<file path="config.mk">
export PLATFORM = sky130hd
export DESIGN_NAME = stun_rt_ctrl
export DESIGN_NICKNAME = d
export VERILOG_FILES = /design/src/sv/stun_rt_pkg.sv /design/src/sv/stun_rt_ctrl.sv
export SDC_FILE = /design/constraint.sdc
export NUM_CORES = 1
export LEC_CHECK = 0
export BUFFER_PORTS_ARGS = -buffer_cell sky130_fd_sc_hd__buf_4
export CAP_MARGIN = 25
export CORE_AREA = 10 10 47 49
export DETAILED_ROUTE_END_ITERATION = 10
export DIE_AREA = 0 0 57 59
export PLACE_DENSITY = 0.52
export SETUP_SLACK_MARGIN = 0.4
export SLEW_MARGIN = 20
export SYNTH_ARGS = -nofsm -noshare
export SYNTH_HDL_FRONTEND = slang
export SYNTH_SLANG_ARGS = --single-unit
</file>
<file path="constraint.sdc">
create_clock -name clk -period 1.4 [get_ports clk]
set_input_delay 0.42 -clock clk [delete_from_list [all_inputs] [get_ports clk]]
set_output_delay 0.42 -clock clk [all_outputs]
set_load 0.02 [all_outputs]
</file>
<file path="src/sv/stun_rt_pkg.sv">
// Shared types and constants for the transaction retry table.
// No dependencies; imported by the controller, the datapath and the top level.
package stun_rt_pkg;

    localparam int IN_W  = 136;
    localparam int OUT_W = 144;
    localparam int CFG_IDX_W = 2;
    localparam int CFG_W = 16;
    localparam int CNT_W = 4;

    localparam logic [CFG_IDX_W-1:0] REG_INTERVAL = 2'd0;
    localparam logic [CFG_IDX_W-1:0] REG_LIMIT    = 2'd1;
    localparam logic [CFG_IDX_W-1:0] REG_CAP      = 2'd2;

    localparam logic [15:0]      INTERVAL_RST = 16'd1000;
    localparam logic [7:0]       LIMIT_RST    = 8'd3;
    localparam logic [CNT_W-1:0] CAP_RST      = 4'd3;
    localparam logic [CNT_W-1:0] MAX_SENDS    = 4'd15;

    localparam logic KIND_LOAD  = 1'b0;
    localparam logic KIND_EVENT = 1'b1;
    localparam logic RES_SEND    = 1'b0;
    localparam logic RES_SUMMARY = 1'b1;

    typedef struct packed {
        logic ready;
        logic load;
        logic tick;
        logic rd;
        logic step_idx;
        logic commit;
        logic summary;
    } cmd_t;

    typedef struct packed {
        logic in_valid;
        logic kind;
        logic walk;
        logic skip;
        logic last_idx;
        logic match;
        logic send;
        logic stop;
        logic out_free;
    } sts_t;

endpackage

</file>
<file path="src/sv/stun_rt_ctrl.sv">
// Controller state machine: sequences load, table walk and summary per word.
// Depends on stun_rt_pkg (cmd_t, sts_t).
module stun_rt_ctrl
    import stun_rt_pkg::*;
(
    input  logic clk,
    input  logic rst_n,
    input  sts_t sts,
    output cmd_t cmd
);

    typedef enum logic [2:0] {
        ST_IDLE,
        ST_START,
        ST_SCAN,
        ST_EVAL,
        ST_SUMMARY
    } state_t;

    state_t state_reg;
    state_t state_next;

    always_comb
    begin
        cmd = '0;
        state_next = state_reg;
        case (state_reg)
            ST_IDLE:
            begin
                cmd.ready = 1'b1;
                if (sts.in_valid)
                    state_next = ST_START;
            end
            ST_START:
            begin
                if (sts.kind == KIND_LOAD)
                begin
                    cmd.load = 1'b1;
                    state_next = ST_SUMMARY;
                end
                else
                begin
                    cmd.tick = 1'b1;
                    state_next = sts.walk ? ST_SCAN : ST_SUMMARY;
                end
            end
            ST_SCAN:
            begin
                if (sts.skip)
                begin
                    if (sts.last_idx)
                        state_next = ST_SUMMARY;
                    else
                        cmd.step_idx = 1'b1;
                end
                else
                begin
                    cmd.rd = 1'b1;
                    state_next = ST_EVAL;
                end
            end
            ST_EVAL:
            begin
                if (sts.match || !sts.send || sts.out_free)
                begin
                    cmd.commit = 1'b1;
                    if ((!sts.match && sts.stop) || sts.last_idx)
                        state_next = ST_SUMMARY;
                    else
                    begin
                        cmd.step_idx = 1'b1;
                        state_next = ST_SCAN;
                    end
                end
            end
            ST_SUMMARY:
            begin
                if (sts.out_free)
                begin
                    cmd.summary = 1'b1;
                    state_next = ST_IDLE;
                end
            end
            default:
            begin
                state_next = ST_IDLE;
            end
        endcase
    end

    always_ff @(posedge clk or negedge rst_n)
    begin
        if (!rst_n)
            state_reg <= ST_IDLE;
        else
            state_reg <= state_next;
    end

endmodule

</file>
==> metrics.csv, run 1 <==
metric,value,unit
outcome,"complete, but fails checks",
violations,setup timing,
hold_viol,0,
r2r_setup_slack,-0.10,ns
p_sw,0.523,mW
avgSynthCellArea,8.42,sq um
stdcell_count,87,
crit_top_cell,buf_6,
reg2reg_depth,6,
vias_per_cell,4.57,
cts_max_path_buffers,2,
critPathKind,input pin to output pin,
grt_pass1_vias,445,
core-area,1400,sq um
largest_register_ffs,3,
diodes,0,
synth_ff_type,dfrtp_1,
cp.depth,5,
critical_path_arrival,1.23,ns
start_util,22.2,%
area_growth,126,%
dp_hpwl,855,um
die_y,59,um
crit_slowest_cell,o31a_2,
max_freq,605,MHz
worst_slack,-0.253,ns
slew_viol_final,0,
clock-root-buffer,clkbuf_4,
cp-end-kind,output pin,
p_seq_share,16.9,%
drtIter0Drc,0,
synth_cell_types,24,
ys_warn_count,0,
synth_nets,48,
p_per_area,1750,nW/um^2
cpLargestDelayFamily,compound AO/OA/AOI/OAI gates,
die_w,57,um
rows,14,
final_antenna_net_count,0,
grt_pass1_wl,1860,um
cts_tree,done,
netlist_area,312,sq um
combPwrFrac,71.2,%
dp.cells,80,
netlist_instances,37,
grt_use_total,6.70,%
r2r_end,state_reg[2],
h-tree-depth,1,
finClkSkew,0.00107,ns
clockPowerShare,12.0,%
critPathBufInv,2,
synth_edf_count,0,
die_area,3360,sq um
io_buffers,17,
ys_ff_latch,3,
max_cap_violations,0,
layout-drive-gt1-share,77.5,%
r2r_start,state_reg[1],
numClockSinks,3,
tightest_slew,0.228,ns
grt_start_max_net_pins,7,
setup_viol,9,
insertion_delay,0.23,ns
async_flop_share,100,%
period_share,118,%
final_nets,83,
drtPass1Iterations,1,
ys_seq_area_share,24.1,%
hp-class,input pin to asynchronous set/reset pin,
fin_crit,1.65,ns
ios,18,
wl_per_cell,11.7,um
p_sw_share,42.4,%
cp-start-kind,input pin,
clk_pin_slew,0.04,ns
rsz0062_at_grt,yes,
place_congestion,0.776,
drt-total-wl,1020,um
slew_headroom,84.8,%
internal_power,0.712,mW
required,0.98,ns
vias,398,
antenna_found_initial,0,
crit_chain,buf_6 > nor3b_4 > o31a_2 > nor3_4 > buf_6,
cts_made_buffers,3,
cp_max_fo,2,
overflow,0,
post-place-ws,-0.283,ns
peakVddDrop,0.00107,V
drc,0,
max_stage_delay,0.33,ns
p_leak,0.325,nW
[worst reg2reg max path, stage by stage (launching register included)]
cell      delay [ns]
dfrtp_2         0.48
buf_4           0.17
buf_4           0.15
nand2b_1        0.08
o22ai_2         0.08
o32a_2          0.32
mux2i_1         0.14
[per-layer routing]
metal  track usage (%)  vias to the layer above  part of all wire (%)
met3              3.86                        0                   6.6
met5                 0                        -                     0
met2              11.6                        9                    53
li1                  -                      209                     -
met4              2.01                        0                     0
met1              6.66                      180                    40
[power groups by stage]
stage               clock network, mW  registers (mW)  logic (mW)
finish                          0.148           0.208       0.879
CTS                             0.158           0.205       0.868
floorplan                           0           0.143       0.541
global route                    0.168           0.217       0.965
detailed placement                  0           0.195       0.772
global placement                    0           0.199       0.772
[how the worst max path moves through the flow]
stage | startpoint | endpoint | slack [ns]
6_report | sts[2] | cmd[2] | -0.25
4_1_cts | sts[1] | cmd[2] | -0.29
3_5_place_dp | sts[2] | cmd[2] | -0.28
3_3_place_gp | sts[2] | cmd[2] | -0.28
5_1_grt | sts[2] | cmd[2] | -0.30
2_1_floorplan | state_reg[0] | cmd[2] | -0.15
[cell usage after synthesis, types with 2 or more instances]
library cell	instances	area share [%]
nor3_1	5	8.0
dfrtp_1	3	24
nand2_1	3	3.6
nand2b_1	3	6.0
a31oi_1	2	4.0
buf_4	2	4.8
inv_1	2	2.4
[metrics by stage]
| stage | power (mW) | hold slack, ns | cell area, sq um | util (%) | setup TNS [ns] |
|---|---|---|---|---|---|
| after CTS | 1.23 | 0.505 | 674 | 48.1 | -1.82 |
| after global placement | 0.971 | 0.209 | 592 | 42.2 | -0.687 |
| after detailed placement | 0.967 | 0.212 | 592 | 42.2 | -0.595 |
| final | 1.24 | 0.517 | 704 | 50.3 | -1.54 |
| after global routing | 1.35 | 0.535 | 704 | 50.3 | -2.18 |
| after floorplan | 0.684 | 0.124 | 377 | - | -0.413 |
[cells in the final DEF (no fill, tap or decap)]
master,n
o2bb2ai_1,1
buf_4,27
nand2b_1,3
buf_6,5
a31oi_1,2
nor3_4,2
mux2i_1,1
inv_2,1
nor3_2,3
dfrtp_1,1
nor2b_4,1
o32a_2,1
o21bai_1,1
a21oi_2,2
nor4_2,1
a22oi_1,1
nor2_1,1
dfrtp_2,2
nor4b_4,1
clkbuf_4,3
clkbuf_1,1
dlygate4sd3_1,1
nand2b_4,1
nand2_8,1
o22ai_2,1
nor3b_4,1
nand2_1,2
a211o_1,1
inv_4,1
o31a_2,1
[layout make-up]
class / instances / area, sq um
fill: 145 / 697
multi-input combinational: 29 / 302
timing repair buffer: 33 / 269
sequential: 3 / 77.6
clock buffer: 4 / 26.3
tap: 16 / 20.0
inverter: 2 / 10.0
[cells by family (layout without fill, tap and decap cells)]
| logic type | count (synthesis) | in the layout | synth area share, % |
|---|---|---|---|
| AND/OR/NAND/NOR | 17 | 17 | 34.1 |
| AO/OA/AOI/OAI | 11 | 11 | 27.7 |
| buffers and inverters | 5 | 39 | 10.8 |
| flip-flops | 3 | 3 | 24.1 |
| multiplexers | 1 | 1 | 3.21 |
[timing repair]
| action | CTS | global route |
|---|---|---|
| resized for setup | 7 | 8 |
| pin swaps | 4 | 4 |
| setup buffers | 2 | 0 |
| endpoints found under the hold margin | 3 | 0 |
| endpoints found under the setup margin | 10 | 10 |
| hold buffers | 1 | 0 |
Note: power is estimated with default switching activity, not from simulation.
==> inputs of run 2 (changes only) <==
--- a/config.mk
+++ b/config.mk
@@ -7,9 +7,9 @@
 export LEC_CHECK = 0
 export BUFFER_PORTS_ARGS = -buffer_cell sky130_fd_sc_hd__buf_4
 export CAP_MARGIN = 25
-export CORE_AREA = 10 10 47 49
+export CORE_AREA = 3 3 40 42
 export DETAILED_ROUTE_END_ITERATION = 10
-export DIE_AREA = 0 0 57 59
+export DIE_AREA = 0 0 43 45
 export PLACE_DENSITY = 0.52
 export SETUP_SLACK_MARGIN = 0.4
 export SLEW_MARGIN = 20
==> run 2 against run 1 <==
Compared with the run above:
- the run still ends with setup timing left
- sequential cell count stayed put
- critical path depth stayed put
- largest power group unchanged
- largest cell class is now non-clock buffers
- worst setup slack worse by 0.039 ns
==> metrics.csv, run 2 (same netlist as run 1, synthesis figures left out) <==
metric,value,unit
overflow,0,
p_sw,0.587,mW
dp_hpwl,735,um
largest_register_ffs,3,
cts_max_path_buffers,2,
final_antenna_net_count,0,
placed_cell_area,598,sq um
p_seq_share,13.0,%
combPwrFrac,76.7,%
cp-end-kind,output pin,
clock-root-buffer,clkbuf_4,
drc,0,
rows,13,
die_y,45,um
n_fill_cell,115,
mostFrequentLayoutCell,buf_4,
critical_path_arrival,1.27,ns
ios,18,
numClockSinks,3,
max_freq,591,MHz
drt-total-wl,1060,um
clockPowerShare,10.3,%
peakVddDrop,0.000808,V
vias,426,
layout-drive-gt1-share,79.2,%
worst_slack,-0.292,ns
final_core_util,61.0,%
slew_viol_final,0,
tightest_slew,0.180,ns
wl_per_cell,11.5,um
grt_pass1_wl,1640,um
die_w,43,um
p_sw_share,40.3,%
outcome,"complete, but fails checks",
internal_power,0.869,mW
cp-start-kind,register,
insertion_delay,0.23,ns
grt_start_max_net_pins,8,
stdcell_area,783,sq um
start_util,24.2,%
drtPass1Iterations,2,
diodes,0,
max_cap_violations,0,
hold_viol,0,
place_congestion,0.785,
most-common-layout-cells,"27 x buf_4, 11 x buf_6, 3 x nor3_2, 3 x clkbuf_4",
cts_tree,done,
cts_made_buffers,3,
clk_pin_slew,0.04,ns
required,0.98,ns
violations,setup timing,
vias_per_cell,4.63,
die_area,1940,sq um
io_buffers,17,
antenna_found_initial,0,
grt_pass1_vias,391,
p_per_area,1860,nW/um^2
final_nets,89,
core-area,1280,sq um
setup_viol,9,
rsz0062_at_grt,yes,
fin_crit,1.69,ns
grt_use_total,11.0,%
finClkSkew,0.00442,ns
critPathKind,register to output pin,
period_share,121,%
drtIter0Drc,1,
h-tree-depth,1,
p_leak,0.362,nW
area_growth,151,%
slew_headroom,87.9,%
hp-class,input pin to asynchronous set/reset pin,
cp_max_fo,3,
## run 2: power by group through the flow
stage	logic (mW)	registers (mW)	clock network (mW)
final	1.12	0.189	0.149
after global routing	1.21	0.193	0.163
after CTS	0.941	0.189	0.156
after detailed placement	0.795	0.186	0
after global placement	0.797	0.189	0
after floorplan	0.541	0.143	0
## run 2: final cells by class
cell class / instances / area [sq um] / share of cell area (%)
Multi-Input combinational cell: 29 / 315 / 40.3
Inverter: 2 / 10.0 / 1.28
Timing Repair Buffer: 39 / 337 / 43.0
Tap cell: 15 / 18.8 / 2.40
Clock buffer: 4 / 26.3 / 3.35
Sequential cell: 3 / 76.3 / 9.74
## run 2: repair_timing
| action | in CTS | in global routing |
|---|---|---|
| gates resized for setup | 11 | 9 |
| setup endpoints to repair | 10 | 10 |
| endpoints found under the hold margin | 3 | 0 |
| hold buffers | 1 | 0 |
| setup buffers | 3 | 4 |
| pin swaps | 8 | 6 |
## run 2: critical path, stage by stage (launching register included)
cell and delay (ns):
dfrtp_1 0.41, buf_6 0.13, nand2b_4 0.13, o31a_2 0.12, nor3_4 0.12, buf_6 0.13
## run 2: worst paths after layout
| kind | start | end | slack, ns | cells after the start |
|---|---|---|---|---|
| max | state_reg[0] | cmd[2] | -0.29 | 5 |
| min | rst_n | state_reg[0] | 0.52 | 2 |
| max reg2reg | state_reg[1] | state_reg[2] | -0.15 | 7 |
| min reg2reg | state_reg[2] | state_reg[0] | 0.66 | 2 |
| max in group asynchronous | rst_n | state_reg[1] | 0.78 | 2 |
| min in group clk | sts[5] | state_reg[1] | 0.56 | 3 |
## run 2: per-stage QoR
stage          power (mW)  setup slack, ns  TNS [ns]  instances  hold slack (ns)
2_1_floorplan       0.684           -0.148    -0.413         37            0.124
3_3_place_gp        0.986           -0.276    -0.598         80            0.209
3_5_place_dp        0.981           -0.282    -0.560         80            0.210
4_1_cts              1.29           -0.310     -1.53         88            0.505
5_1_grt              1.56           -0.338     -2.29         92            0.524
6_report             1.46           -0.292     -1.78         92            0.517
## run 2: per-layer routing
metal  global-route usage (%)  share of wire, %
met5                        0                 0
met4                     1.81                 0
met3                     3.19               7.8
met2                     20.1                51
met1                     13.0                41
==> inputs of run 3 (changes only) <==
--- a/config.mk
+++ b/config.mk
@@ -7,10 +7,12 @@
 export LEC_CHECK = 0
 export BUFFER_PORTS_ARGS = -buffer_cell sky130_fd_sc_hd__buf_4
 export CAP_MARGIN = 25
-export CORE_AREA = 3 3 40 42
+export CELL_PAD_IN_SITES_DETAIL_PLACEMENT = 0
+export CELL_PAD_IN_SITES_GLOBAL_PLACEMENT = 1
+export CORE_MARGIN = 3
+export CORE_UTILIZATION = 24
 export DETAILED_ROUTE_END_ITERATION = 10
-export DIE_AREA = 0 0 43 45
-export PLACE_DENSITY = 0.52
+export PLACE_DENSITY = 0.7
 export SETUP_SLACK_MARGIN = 0.4
 export SLEW_MARGIN = 20
 export SYNTH_ARGS = -nofsm -noshare
==> constraint.sdc (replaced) <==
create_clock -name clk -period 1.4 [get_ports clk]
set_input_delay 0.42 -clock clk [delete_from_list [all_inputs] [get_ports clk]]
set_output_delay 0.42 -clock clk [all_outputs]
set_load 0.1 [all_outputs]
==> run 3 against run 2 <==
Compared with the run above:
- the run still ends with setup timing left
- largest cell class unchanged
- total power rose by 47%
- sequential share of layout area fell by 1.8 points
- sequential power fell by 5%
- non-clock buffer count rose by 1
- first-iteration DRC count rose to 6.0 times the previous value
- global-route usage rose by 9.5 points
- combinational power rose by 61%
- critical path depth did not move
- via count rose by 13%
- sequential cell count did not move
==> metrics.csv, run 3 (same netlist as run 1, synthesis figures left out) <==
metric,value,unit
outcome,"complete, but fails checks",
violations,setup timing,
cts_max_path_buffers,2,
ios,18,
rsz0062_at_grt,yes,
internal_power,1.04,mW
cp-start-kind,input pin,
drtPass1Iterations,4,
cp-end-kind,output pin,
p_seq_share,8.4,%
final_antenna_net_count,0,
r2r_setup_slack,0.06,ns
dp_hpwl,945,um
setup_viol,7,
grt_start_max_net_pins,8,
critical_path_arrival,1.37,ns
die_area,1770,sq um
hold_viol,0,
drt-total-wl,1740,um
vias,482,
finClkSkew,0.00875,ns
antenna_found_initial,0,
cp_max_fo,2,
p_sw_share,51.5,%
area_growth,208,%
p_sw,1.10,mW
fin_crit,1.79,ns
cts_tree,done,
clockPowerShare,7.3,%
start_util,26.9,%
seq_area,76.3,sq um
core-area,1160,sq um
placed_cell_area,688,sq um
die_w,42.0,um
mostFrequentLayoutCell,buf_4,
stdcell_area,958,sq um
multi_input_area,402,sq um
worst_slack,-0.391,ns
overflow,0,
vias_per_cell,5.24,
final_core_util,82.9,%
clk_pin_slew,0.04,ns
tightest_slew,0.231,ns
grt_pass1_vias,579,
h-tree-depth,1,
hp-class,input pin to asynchronous set/reset pin,
peakVddDrop,0.00138,V
wl_per_cell,18.9,um
io_buffers,17,
reg2reg_depth,6,
slew_headroom,84.5,%
layout-drive-gt1-share,83.3,%
max_cap_violations,0,
place_congestion,0.844,
critPathKind,input pin to output pin,
period_share,128,%
grt_pass1_wl,2620,um
r2r_end,state_reg[2],
p_per_area,2230,nW/um^2
stdcell_count,92,
largest_register_ffs,3,
grt_use_total,20.5,%
r2r_start,state_reg[1],
p_leak,0.415,nW
most-common-layout-cells,"21 x buf_4, 11 x buf_6, 6 x buf_12",
die_y,42.0,um
numClockSinks,3,
drtIter0Drc,6,
required,0.98,ns
final_nets,90,
dp.cells,83,
clock-root-buffer,clkbuf_4,
n_fill_cell,57,
max_freq,558,MHz
combPwrFrac,84.3,%
diodes,0,
insertion_delay,0.24,ns
rows,12,
slew_viol_final,0,
cts_made_buffers,3,
drc,0,
post-place-ws,-0.440,ns
run 3: layout make-up:
class,count,area share (%)
clock buffer,4,2.74
inverter,2,1.04
multi-input combinational,29,41.9
sequential,3,7.96
tap,14,1.83
timing repair buffer,40,44.5
run 3: metrics by stage:
stage	hold slack [ns]	total power, mW	setup TNS (ns)
floorplan	0.124	1.15	-4.13
global placement	0.207	1.46	-1.50
detailed placement	0.212	1.49	-1.68
CTS	0.503	2.05	-2.43
global route	0.526	2.23	-2.72
finish	0.514	2.14	-2.40
run 3: repair_timing:
| action | in CTS | in global routing |
|---|---|---|
| endpoints found under the hold margin | 3 | 0 |
| pin swaps | 12 | 3 |
| hold buffers | 1 | 0 |
| setup buffers | 4 | 0 |
| resized for setup | 39 | 3 |
| setup endpoints to repair | 10 | 10 |
run 3: how the worst max path moves through the flow:
stage / startpoint / endpoint / slack, ns / cells past startpoint
floorplan: state_reg[0] / cmd[2] / -0.76 / 4
global placement: sts[2] / cmd[2] / -0.43 / 5
detailed placement: sts[2] / cmd[2] / -0.44 / 5
CTS: state_reg[0] / cmd[2] / -0.44 / 5
global route: state_reg[2] / cmd[5] / -0.44 / 3
finish: sts[2] / cmd[2] / -0.39 / 5
run 3: power by group through the flow:
| stage | clock (mW) | sequential (mW) | combinational [mW] |
|---|---|---|---|
| finish | 0.156 | 0.180 | 1.80 |
| global route | 0.168 | 0.186 | 1.88 |
| CTS | 0.160 | 0.177 | 1.71 |
| detailed placement | 0 | 0.176 | 1.31 |
| global placement | 0 | 0.174 | 1.28 |
| floorplan | 0 | 0.145 | 1.00 |
run 3: worst max-delay path, cell delays in order:
cell and delay (ns):
buf_4 0.11, nor3b_4 0.15, o31a_4 0.33, nor3_4 0.15
buf_12 0.20
run 3: per-layer routing:
metal	track usage [%]	share of wire [%]	wire [um]	up-vias
li1	-	-	-	222
met1	19.2	35	608	236
met2	38.3	60	1040	20
met3	5.58	4.0	70	4
met4	13.0	1.0	18	0
met5	0	0	0	-
